$ cat config.mk
export PLATFORM = sky130hd
export DESIGN_NAME = two_level_section_scan_arbiter
export DESIGN_NICKNAME = d
export VERILOG_FILES = /design/src/hw/rtl/tlssa_pkg.sv /design/src/hw/rtl/two_level_section_scan_arbiter.sv
export SDC_FILE = /design/constraint.sdc
export NUM_CORES = 1
export LEC_CHECK = 0
export BUFFER_PORTS_ARGS = -buffer_cell sky130_fd_sc_hd__buf_2
export CAP_MARGIN = 20
export CELL_PAD_IN_SITES_DETAIL_PLACEMENT = 0
export CELL_PAD_IN_SITES_GLOBAL_PLACEMENT = 1
export CORE_UTILIZATION = 54
export CTS_CLUSTER_SIZE = 28
export DETAILED_ROUTE_END_ITERATION = 10
export GPL_ROUTABILITY_DRIVEN = 0
export HOLD_SLACK_MARGIN = 0.08
export PLACE_DENSITY = 0.9
export SLEW_MARGIN = 15
export SYNTH_ARGS = -nofsm -noshare
export SYNTH_HDL_FRONTEND = slang
export SYNTH_SLANG_ARGS = --single-unit
$ cat constraint.sdc
create_clock -name aclk -period 6.23 [get_ports aclk]
set_clock_uncertainty 0.1 [all_clocks]
set_input_delay 0.3115 -clock aclk [delete_from_list [all_inputs] [get_ports aclk]]
set_output_delay 0.3115 -clock aclk [all_outputs]
set_load 0.05 [all_outputs]
$ cat src/hw/rtl/tlssa_pkg.sv
package tlssa_pkg;

    // Store geometry
    localparam int SECTIONS = 8;
    localparam int DEVICES  = 8;

    localparam int SEC_AW  = (SECTIONS > 1) ? $clog2(SECTIONS) : 1;
    localparam int DEV_AW  = (DEVICES > 1) ? $clog2(DEVICES) : 1;
    localparam int SEC_CW  = $clog2(SECTIONS + 1);
    localparam int DEV_CW  = $clog2(DEVICES + 1);
    localparam int ISS_W   = $clog2(2 * SECTIONS + 1);

    // One device entry: light[1:0], loaded[2], pending[3]
    localparam int ENTRY_W   = 4;
    localparam int E_LOADED  = 2;
    localparam int E_PENDING = 3;
    localparam int ROW_W     = DEVICES * ENTRY_W;

    // Field and port widths
    localparam int MASK_W     = 8;
    localparam int CNT_W      = 4;
    localparam int IN_W       = 16;
    localparam int OUT_W      = 8;
    localparam int CFG_IDX_W  = 2;
    localparam int CFG_DATA_W = 8;

    // Register indexes
    localparam logic [CFG_IDX_W-1:0] REG_ENABLE  = 2'd0;
    localparam logic [CFG_IDX_W-1:0] REG_MASK    = 2'd1;
    localparam logic [CFG_IDX_W-1:0] REG_SEC_CNT = 2'd2;
    localparam logic [CFG_IDX_W-1:0] REG_DEV_CNT = 2'd3;

    // Request kinds
    localparam logic [1:0] ACT_SCAN  = 2'd0;
    localparam logic [1:0] ACT_PICK  = 2'd1;
    localparam logic [1:0] ACT_CLEAR = 2'd2;

    // Light codes
    localparam logic [1:0] LIGHT_UNCHECKED = 2'd0;
    localparam logic [1:0] LIGHT_GREEN     = 2'd1;
    localparam logic [1:0] LIGHT_YELLOW    = 2'd2;
    localparam logic [1:0] LIGHT_RED       = 2'd3;

endpackage

$ cat src/hw/rtl/two_level_section_scan_arbiter.sv
// Two-level section scan arbiter.
// Input stream (s_*): one request per accepted beat: a device scan report,
// a pick of the next section, or a clear of a section's first device.
// Result stream (m_*): exactly one result per request, in order, held in an
// output register until taken. Configuration is a plain write port
// (cfg_wr_en, cfg_index, cfg_wdata), to be written by the user only while
// the block is idle; the block itself does not enforce this. Device state
// sits in a one-port-read synchronous RAM, one row of all devices per
// section, with registered read data. Scan and clear: read-modify-write of
// one row per request. Pick: a start offset, (start + 1) mod n by repeated
// subtraction, then one row read per cycle over up to two passes of the
// used sections, then the output step.
// One request is in work at a time; s_tready is high only between them.
// A stalled m_tready holds the result; the next request is still taken and
// waits at its output step until the register frees.
// Reset (aresetn, synchronous) clears all device state through per-row
// valid bits at once, lowers every section priority, forgets the last
// pick and loads the register defaults; no clearing pass is needed.
module two_level_section_scan_arbiter (
    input  logic                                aclk,
    input  logic                                aresetn,
    input  logic                                s_tvalid,
    output logic                                s_tready,
    // action[1:0], section[4:2], device[7:5], read_nonempty[8],
    // read_half_full[9], write_nonempty[10], zero[15:11]
    input  logic [tlssa_pkg::IN_W-1:0]          s_tdata,
    output logic                                m_tvalid,
    input  logic                                m_tready,
    // prev_section[2:0], prev_valid[3], data_seen[4], write_pending[5],
    // zero[7:6]
    output logic [tlssa_pkg::OUT_W-1:0]         m_tdata,
    input  logic                                cfg_wr_en,
    input  logic [tlssa_pkg::CFG_IDX_W-1:0]     cfg_index,
    input  logic [tlssa_pkg::CFG_DATA_W-1:0]    cfg_wdata
);
    import tlssa_pkg::*;

    localparam logic [2:0] ST_IDLE = 3'd0;
    localparam logic [2:0] ST_MOD  = 3'd1;
    localparam logic [2:0] ST_PICK = 3'd2;
    localparam logic [2:0] ST_SCAN = 3'd3;
    localparam logic [2:0] ST_CLR  = 3'd4;
    localparam logic [2:0] ST_OUT  = 3'd5;

    logic [2:0]          state_reg, state_next;

    // Configuration
    logic                en_reg, en_next;
    logic [MASK_W-1:0]   mask_reg, mask_next;
    logic [CNT_W-1:0]    sec_cnt_reg, sec_cnt_next;
    logic [CNT_W-1:0]    dev_cnt_reg, dev_cnt_next;

    // Held request
    logic [2:0]          sec_reg, sec_next;
    logic [2:0]          dev_reg, dev_next;
    logic                rne_reg, rne_next;
    logic                rhf_reg, rhf_next;
    logic                wne_reg, wne_next;

    // Pick search
    logic [SEC_CW-1:0]   mod_reg, mod_next;
    logic [SEC_AW-1:0]   j_reg, j_next;
    logic [ISS_W-1:0]    iss_reg, iss_next;
    logic                chk_vld_reg, chk_vld_next;
    logic [SEC_AW-1:0]   chk_sec_reg, chk_sec_next;
    logic                chk_high_reg, chk_high_next;
    logic                pick_vld_reg, pick_vld_next;
    logic [SEC_AW-1:0]   last_reg, last_next;

    // Section state
    logic [SECTIONS-1:0] prio_reg, prio_next;
    logic [SECTIONS-1:0] row_vld_reg, row_vld_next;

    // Result
    logic [OUT_W-1:0]    res_reg, res_next;
    logic                m_tvalid_reg, m_tvalid_next;
    logic [OUT_W-1:0]    m_tdata_reg, m_tdata_next;

    // Device RAM
    logic [ROW_W-1:0]    row_mem [SECTIONS];
    logic [ROW_W-1:0]    rd_data_reg;
    logic [SEC_AW-1:0]   rd_addr;
    logic                mem_we;
    logic [ROW_W-1:0]    wr_row;

    // Derived
    logic [SEC_CW-1:0]   ns;
    logic [DEV_CW-1:0]   nd;
    logic [SECTIONS-1:0] sec_en_vec;
    logic                row_any;
    logic                hit;
    logic [ISS_W-1:0]    iss_lim;
    logic                out_load;
    logic                accept;

    logic [1:0]          in_act;
    logic [2:0]          in_sec;
    logic [2:0]          in_dev;

    assign in_act = s_tdata[1:0];
    assign in_sec = s_tdata[4:2];
    assign in_dev = s_tdata[7:5];

    assign s_tready = (state_reg == ST_IDLE);
    assign accept   = s_tvalid && s_tready;
    assign m_tvalid = m_tvalid_reg;
    assign m_tdata  = m_tdata_reg;

    // Counts in use, saturated to 1..max
    always_comb begin
        if (sec_cnt_reg == '0) begin
            ns = SEC_CW'(1);
        end else if (int'(sec_cnt_reg) > SECTIONS) begin
            ns = SEC_CW'(SECTIONS);
        end else begin
            ns = SEC_CW'(sec_cnt_reg);
        end
        if (dev_cnt_reg == '0) begin
            nd = DEV_CW'(1);
        end else if (int'(dev_cnt_reg) > DEVICES) begin
            nd = DEV_CW'(DEVICES);
        end else begin
            nd = DEV_CW'(dev_cnt_reg);
        end
    end

    // Per-section enable; sections past the mask width are never picked
    always_comb begin
        for (int i = 0; i < SECTIONS; i++) begin
            if (i < MASK_W) begin
                sec_en_vec[i] = mask_reg[i];
            end else begin
                sec_en_vec[i] = 1'b0;
            end
        end
    end

    // Any used device of the row under check not unchecked
    always_comb begin
        row_any = 1'b0;
        for (int k = 0; k < DEVICES; k++) begin
            if (k < int'(nd) && rd_data_reg[k*ENTRY_W +: 2] != LIGHT_UNCHECKED) begin
                row_any = 1'b1;
            end
        end
    end

    assign hit = chk_vld_reg && en_reg && sec_en_vec[chk_sec_reg]
                 && (prio_reg[chk_sec_reg] == chk_high_reg) && row_any;
    assign iss_lim  = ISS_W'(ns) << 1;
    assign out_load = (state_reg == ST_OUT) && (!m_tvalid_reg || m_tready);
    assign rd_addr  = (state_reg == ST_IDLE) ? SEC_AW'(in_sec) : j_reg;

    // Main control
    always_comb begin
        logic [ENTRY_W-1:0] e_old;
        logic [ENTRY_W-1:0] e_new;
        logic [1:0]         light;
        logic               prio;
        logic               seen;
        logic [SEC_AW-1:0]  start;
        logic [DEV_AW-1:0]  dev_idx;
        logic [SEC_AW-1:0]  sec_idx;

        state_next    = state_reg;
        en_next       = en_reg;
        mask_next     = mask_reg;
        sec_cnt_next  = sec_cnt_reg;
        dev_cnt_next  = dev_cnt_reg;
        sec_next      = sec_reg;
        dev_next      = dev_reg;
        rne_next      = rne_reg;
        rhf_next      = rhf_reg;
        wne_next      = wne_reg;
        mod_next      = mod_reg;
        j_next        = j_reg;
        iss_next      = iss_reg;
        chk_vld_next  = chk_vld_reg;
        chk_sec_next  = chk_sec_reg;
        chk_high_next = chk_high_reg;
        pick_vld_next = pick_vld_reg;
        last_next     = last_reg;
        prio_next     = prio_reg;
        row_vld_next  = row_vld_reg;
        res_next      = res_reg;
        mem_we        = 1'b0;
        wr_row        = rd_data_reg;

        dev_idx = DEV_AW'(dev_reg);
        sec_idx = SEC_AW'(sec_reg);
        e_old   = rd_data_reg[dev_idx*ENTRY_W +: ENTRY_W];
        e_new   = e_old;
        light   = e_old[1:0];
        prio    = prio_reg[sec_idx];
        seen    = 1'b0;
        start   = pick_vld_reg ? last_reg : '0;

        // Configuration writes
        if (cfg_wr_en) begin
            unique case (cfg_index)
                REG_ENABLE:  en_next      = cfg_wdata[0];
                REG_MASK:    mask_next    = cfg_wdata[MASK_W-1:0];
                REG_SEC_CNT: sec_cnt_next = cfg_wdata[CNT_W-1:0];
                REG_DEV_CNT: dev_cnt_next = cfg_wdata[CNT_W-1:0];
                default: ;
            endcase
        end

        unique case (state_reg)
            ST_IDLE: begin
                if (accept) begin
                    sec_next = in_sec;
                    dev_next = in_dev;
                    rne_next = s_tdata[8];
                    rhf_next = s_tdata[9];
                    wne_next = s_tdata[10];
                    res_next = '0;
                    case (in_act)
                        ACT_SCAN: begin
                            if (!en_reg || int'(in_sec) >= int'(ns)
                                    || int'(in_dev) >= int'(nd)) begin
                                state_next = ST_OUT;
                            end else begin
                                state_next = ST_SCAN;
                            end
                        end
                        ACT_PICK: begin
                            mod_next   = SEC_CW'(start) + SEC_CW'(1);
                            state_next = ST_MOD;
                        end
                        ACT_CLEAR: begin
                            if (int'(in_sec) < SECTIONS) begin
                                state_next = ST_CLR;
                            end else begin
                                state_next = ST_OUT;
                            end
                        end
                        default: state_next = ST_OUT;
                    endcase
                end
            end

            // Start offset: (start + 1) mod n by repeated subtraction
            ST_MOD: begin
                if (mod_reg >= ns) begin
                    mod_next = mod_reg - ns;
                end else begin
                    j_next       = SEC_AW'(mod_reg);
                    iss_next     = '0;
                    chk_vld_next = 1'b0;
                    state_next   = ST_PICK;
                end
            end

            // One row read issued and one checked per cycle
            ST_PICK: begin
                if (iss_reg < iss_lim) begin
                    chk_vld_next  = 1'b1;
                    chk_sec_next  = j_reg;
                    chk_high_next = (iss_reg < ISS_W'(ns));
                    iss_next      = iss_reg + ISS_W'(1);
                    if (SEC_CW'(j_reg) + SEC_CW'(1) == ns) begin
                        j_next = '0;
                    end else begin
                        j_next = j_reg + SEC_AW'(1);
                    end
                end else begin
                    chk_vld_next = 1'b0;
                end
                if (hit || (!chk_vld_reg && iss_reg == iss_lim)) begin
                    res_next      = {4'b0000, pick_vld_reg,
                                     pick_vld_reg ? 3'(last_reg) : 3'b000};
                    pick_vld_next = hit;
                    last_next     = hit ? chk_sec_reg : '0;
                    chk_vld_next  = 1'b0;
                    state_next    = ST_OUT;
                end
            end

            // Age, then refresh the device entry
            ST_SCAN: begin
                if (e_old[E_LOADED]) begin
                    seen = 1'b1;
                    case (e_old[1:0])
                        LIGHT_UNCHECKED: light = LIGHT_GREEN;
                        LIGHT_GREEN: begin
                            light = LIGHT_YELLOW;
                            prio  = 1'b1;
                        end
                        LIGHT_YELLOW: light = LIGHT_RED;
                        default: ;
                    endcase
                end
                if (rne_reg) begin
                    seen             = 1'b1;
                    light            = LIGHT_GREEN;
                    e_new[E_LOADED]  = 1'b1;
                    prio             = rhf_reg;
                end else begin
                    light = LIGHT_UNCHECKED;
                end
                e_new[1:0]       = light;
                e_new[E_PENDING] = wne_reg;
                wr_row = rd_data_reg;
                wr_row[dev_idx*ENTRY_W +: ENTRY_W] = e_new;
                mem_we                = 1'b1;
                row_vld_next[sec_idx] = 1'b1;
                prio_next[sec_idx]    = prio;
                res_next   = {2'b00, wne_reg, seen, 4'b0000};
                state_next = ST_OUT;
            end

            // Clear the first device, keep its pending bit
            ST_CLR: begin
                wr_row = rd_data_reg;
                wr_row[1:0]           = LIGHT_UNCHECKED;
                wr_row[E_LOADED]      = 1'b0;
                mem_we                = 1'b1;
                row_vld_next[sec_idx] = 1'b1;
                prio_next[sec_idx]    = 1'b0;
                state_next            = ST_OUT;
            end

            ST_OUT: begin
                if (out_load) begin
                    state_next = ST_IDLE;
                end
            end

            default: state_next = ST_IDLE;
        endcase
    end

    // Output register
    always_comb begin
        m_tvalid_next = out_load || (m_tvalid_reg && !m_tready);
        m_tdata_next  = out_load ? res_reg : m_tdata_reg;
    end

    // Control and state registers
    always_ff @(posedge aclk) begin
        if (!aresetn) begin
            state_reg    <= ST_IDLE;
            en_reg       <= 1'b0;
            mask_reg     <= '0;
            sec_cnt_reg  <= CNT_W'(8);
            dev_cnt_reg  <= CNT_W'(8);
            chk_vld_reg  <= 1'b0;
            pick_vld_reg <= 1'b0;
            last_reg     <= '0;
            prio_reg     <= '0;
            row_vld_reg  <= '0;
            m_tvalid_reg <= 1'b0;
        end else begin
            state_reg    <= state_next;
            en_reg       <= en_next;
            mask_reg     <= mask_next;
            sec_cnt_reg  <= sec_cnt_next;
            dev_cnt_reg  <= dev_cnt_next;
            chk_vld_reg  <= chk_vld_next;
            pick_vld_reg <= pick_vld_next;
            last_reg     <= last_next;
            prio_reg     <= prio_next;
            row_vld_reg  <= row_vld_next;
            m_tvalid_reg <= m_tvalid_next;
        end
    end

    // Payload registers
    always_ff @(posedge aclk) begin
        sec_reg      <= sec_next;
        dev_reg      <= dev_next;
        rne_reg      <= rne_next;
        rhf_reg      <= rhf_next;
        wne_reg      <= wne_next;
        mod_reg      <= mod_next;
        j_reg        <= j_next;
        iss_reg      <= iss_next;
        chk_sec_reg  <= chk_sec_next;
        chk_high_reg <= chk_high_next;
        res_reg      <= res_next;
        m_tdata_reg  <= m_tdata_next;
    end

    // Device RAM; a row never written since reset reads as cleared
    always_ff @(posedge aclk) begin
        if (mem_we) begin
            row_mem[sec_reg[SEC_AW-1:0]] <= wr_row;
        end
        rd_data_reg <= row_vld_reg[rd_addr] ? row_mem[rd_addr] : '0;
    end

endmodule
==> results.yml <==
run_status:
  status: "complete, no violations"
cts:
  htree_levels: 1
  cts_sinks: 295
  clk_latency_ps: 540
  post_cts_buffers: 0
  clockBufferDepth: 3
  clockRootBuffer: "clkbuf_16"
  numCtsBuffers: 28
  cts.clk_slew.worst_paths_ps: 60
  cts_tree: "yes"
finish:
  final_cells: 1463
  n_fill_cell: 1760
  area_delta_synth_final_pct: 12.2
  seq_area_um2: 8200
  drive_above_1_share_pct: 10.4
  largest_reg_flops: 192
  layout.nets: 1187
  antenna_cells: 0
  multi_input_area_um2: 4200
synthesis:
  synth_top_area_cell: "edfxtp_1"
  synth-adder-area-share_pct: 2.63
  synth_xor_area_share_pct: 0.761
  synth_common_cells: "nand2_1 (233), edfxtp_1 (229), nand3_1 (154), dfxtp_1 (66), nor2_1 (53)"
  netlist_area_um2: 12700
  synth-compound-area-share_pct: 6.07
  post-synth-top-count-cell: "nand2_1"
  synth.area.mux_share_pct: 5.09
  synthCells: 1087
  synth_flop_cell: "edfxtp_1"
  synthSimpleGateAreaFrac_pct: 18.1
  yosysUniqueCellTypes: 62
  yosys_warnings: 0
  yosysSeqAreaShare_pct: 64.8
  synth_top_area_share_pct: 54.3
  syn_area_per_cell_um2: 11.6
  async_flop_share_pct: 0
  ys_ff_latch: 295
  synth_top_family_by_area: "simple AND/OR/NAND/NOR gates"
  netlist_top_cells_area: "edfxtp_1 (54%), dfxtp_1 (10%), nand2_1 (6.9%)"
  synth_edf_count: 229
drt:
  routedWlPerCell_um: 19.4
  remaining_drc_errors: 0
  drt_iter0_markers: 685
  ant_nets: 0
  wl_um: 28400
  vias: 8511
  viasPerCell: 5.82
  dr.pass1.iters: 6
global_route:
  grt_antenna_before_repair: 0
  grt_max_degree: 69
  grt_pass1_vias: 8188
  grt_overflow: 0
  grt.total_usage_pct: 24.3
  grt_pass1_wl_um: 44600
sta:
  min_period_ps: 3710
  fmax_ghz: 0.269
  tightestPinTransition_ps: 1000
  slew_violations: 0
  grt_setup_unrepaired: "false"
  whs_ps: 128
  finalHoldViolations: 0
  setup_viol: 0
  finalSetupTns_ps: 0
  slew_headroom_pct: 32.3
  fin_crit_sh_pct: 59.6
place:
  dp_hpwl_um: 17000
  portBuffers: 33
  dp.cells: 1393
power:
  p_total_mw: 5.62
  max-vdd-ir-drop_mv: 0.268
  p_per_area_nw_per_um2: 396
  sw_frac_of_total_pct: 33.3
  p_leak_nw: 5.25
  power_switching_mw: 1.87
  power_frac_seq_pct: 44.3
  pwr-share-comb_pct: 27.4
  p_int_mw: 3.75
  clock_power_share_pct: 28.4
flow_run:
  maxCapViolations: 0
die:
  dieArea_um2: 24100
  die_y_um: 155
  die_w_um: 155
  core_area_um2: 22800
  io_pins: 41
  row_count: 55
  start_util_pct: 55.6
min_path:
  hold_class: "input port to flop"
setup_path:
  cp_data_arrival_time_ps: 3820
  path_max_fanout: 19
  worstSetupEndpointType: "flop"
  cp-start-kind: "flop"
  crit_required_ps: 6340
  critPathKind: "flop to flop"
cell families after synthesis:
| group | Yosys count |
|---|---|
| XOR/XNOR | 11 |
| adder cells (fa/ha/maj) | 26 |
| multiplexers | 52 |
| flip-flops | 295 |
| AO/OA/AOI/OAI | 117 |
| other | 1 |
| AND/OR/NAND/NOR | 507 |
| buffers and inverters | 78 |
through the flow:
stage / util (%) / worst slack (ps) / instance area, um2
after floorplan: - / 3310 / 12700
after global placement: 57.7 / 2580 / 13100
after detailed placement: 57.7 / 2520 / 13100
after CTS: 62.3 / 2510 / 14200
after global routing: 62.3 / 2180 / 14200
final: 62.3 / 2520 / 14200
power by group through the flow:
stage               Sequential (mW)  Combinational (mW)  Clock, mW
floorplan                      2.47                1.13          0
global route                   2.51                1.71       1.69
CTS                            2.48                1.55       1.61
global placement               2.52                1.49          0
finish                         2.49                1.54       1.59
detailed placement             2.52                1.53          0
cells in the final DEF, fill, tap and decap left out, types with 4 or more instances in the layout:
cell | Yosys | final
dlygate4sd3_1 | 0 | 20
and3_1 | 5 | 5
clkbuf_16 | 0 | 29
xnor2_1 | 5 | 5
xor2_1 | 6 | 6
a21oi_1 | 38 | 38
o21a_1 | 9 | 9
buf_2 | 10 | 33
a31oi_1 | 8 | 8
and2_1 | 9 | 9
nor3_1 | 13 | 13
nand2b_1 | 10 | 10
o21ai_0 | 17 | 17
o22ai_1 | 10 | 10
clkbuf_1 | 34 | 15
dfxtp_1 | 66 | 66
nor3b_1 | 9 | 9
mux2_2 | 13 | 14
nor2_2 | 0 | 8
nor2_1 | 53 | 45
nand3_1 | 154 | 154
ha_1 | 25 | 25
inv_1 | 22 | 22
mux2i_1 | 30 | 26
edfxtp_1 | 229 | 229
a32o_1 | 4 | 4
a211oi_1 | 4 | 4
buf_4 | 3 | 15
nand2_1 | 233 | 233
mux4_1 | 4 | 4
repair_timing:
| item | 4_1_cts | 5_1_grt |
|---|---|---|
| hold buffers | 20 | 0 |
| hold endpoints to repair | 27 | 0 |
| resized for setup | 0 | 0 |
layer usage:
| metal | up-vias | routed length [um] | global-route usage (%) |
|---|---|---|---|
| li1 | 4016 | - | - |
| met1 | 4156 | 12500 | 33.4 |
| met2 | 285 | 13500 | 39.8 |
| met3 | 54 | 1750 | 3.70 |
| met4 | 0 | 714 | 8.11 |
| met5 | - | 0 | 0 |
path summary, 6_finish.rpt:
| kind | startpoint | endpoint | slack [ps] | cells past startpoint |
|---|---|---|---|---|
| worst max register to register | dev_reg[0]$_DFFE_PP_ | row_mem[7][22]$_DFFE_PP_ | 2520 | 6 |
| worst min-delay path | aresetn | dev_cnt_reg[3]$_SDFFE_PN1P_ | 130 | 2 |
| worst min register to register | res_reg[2]$_SDFFCE_PN0P_ | m_tdata[2]$_DFFE_PP_ | 310 | 0 |
| worst max-delay path | dev_reg[0]$_DFFE_PP_ | row_mem[7][22]$_DFFE_PP_ | 2520 | 6 |
cell type report:
| type | instances | share of cell area [%] |
|---|---|---|
| Multi-Input combinational cell | 715 | 29.6 |
| Sequential cell | 295 | 57.8 |
| Clock inverter | 5 | 0.353 |
| Tap cell | 313 | 2.76 |
| Timing Repair Buffer | 68 | 3.37 |
| Clock buffer | 45 | 5.61 |
| Inverter | 22 | 0.582 |
critical path, stage by stage, from the launching register on:
cell and delay, ps:
edfxtp_1 760, inv_1 160, ha_1 240, ha_1 300, nor4_1 760, nand2_1 250, o31ai_1 810
(Power assumes the default switching activity.)
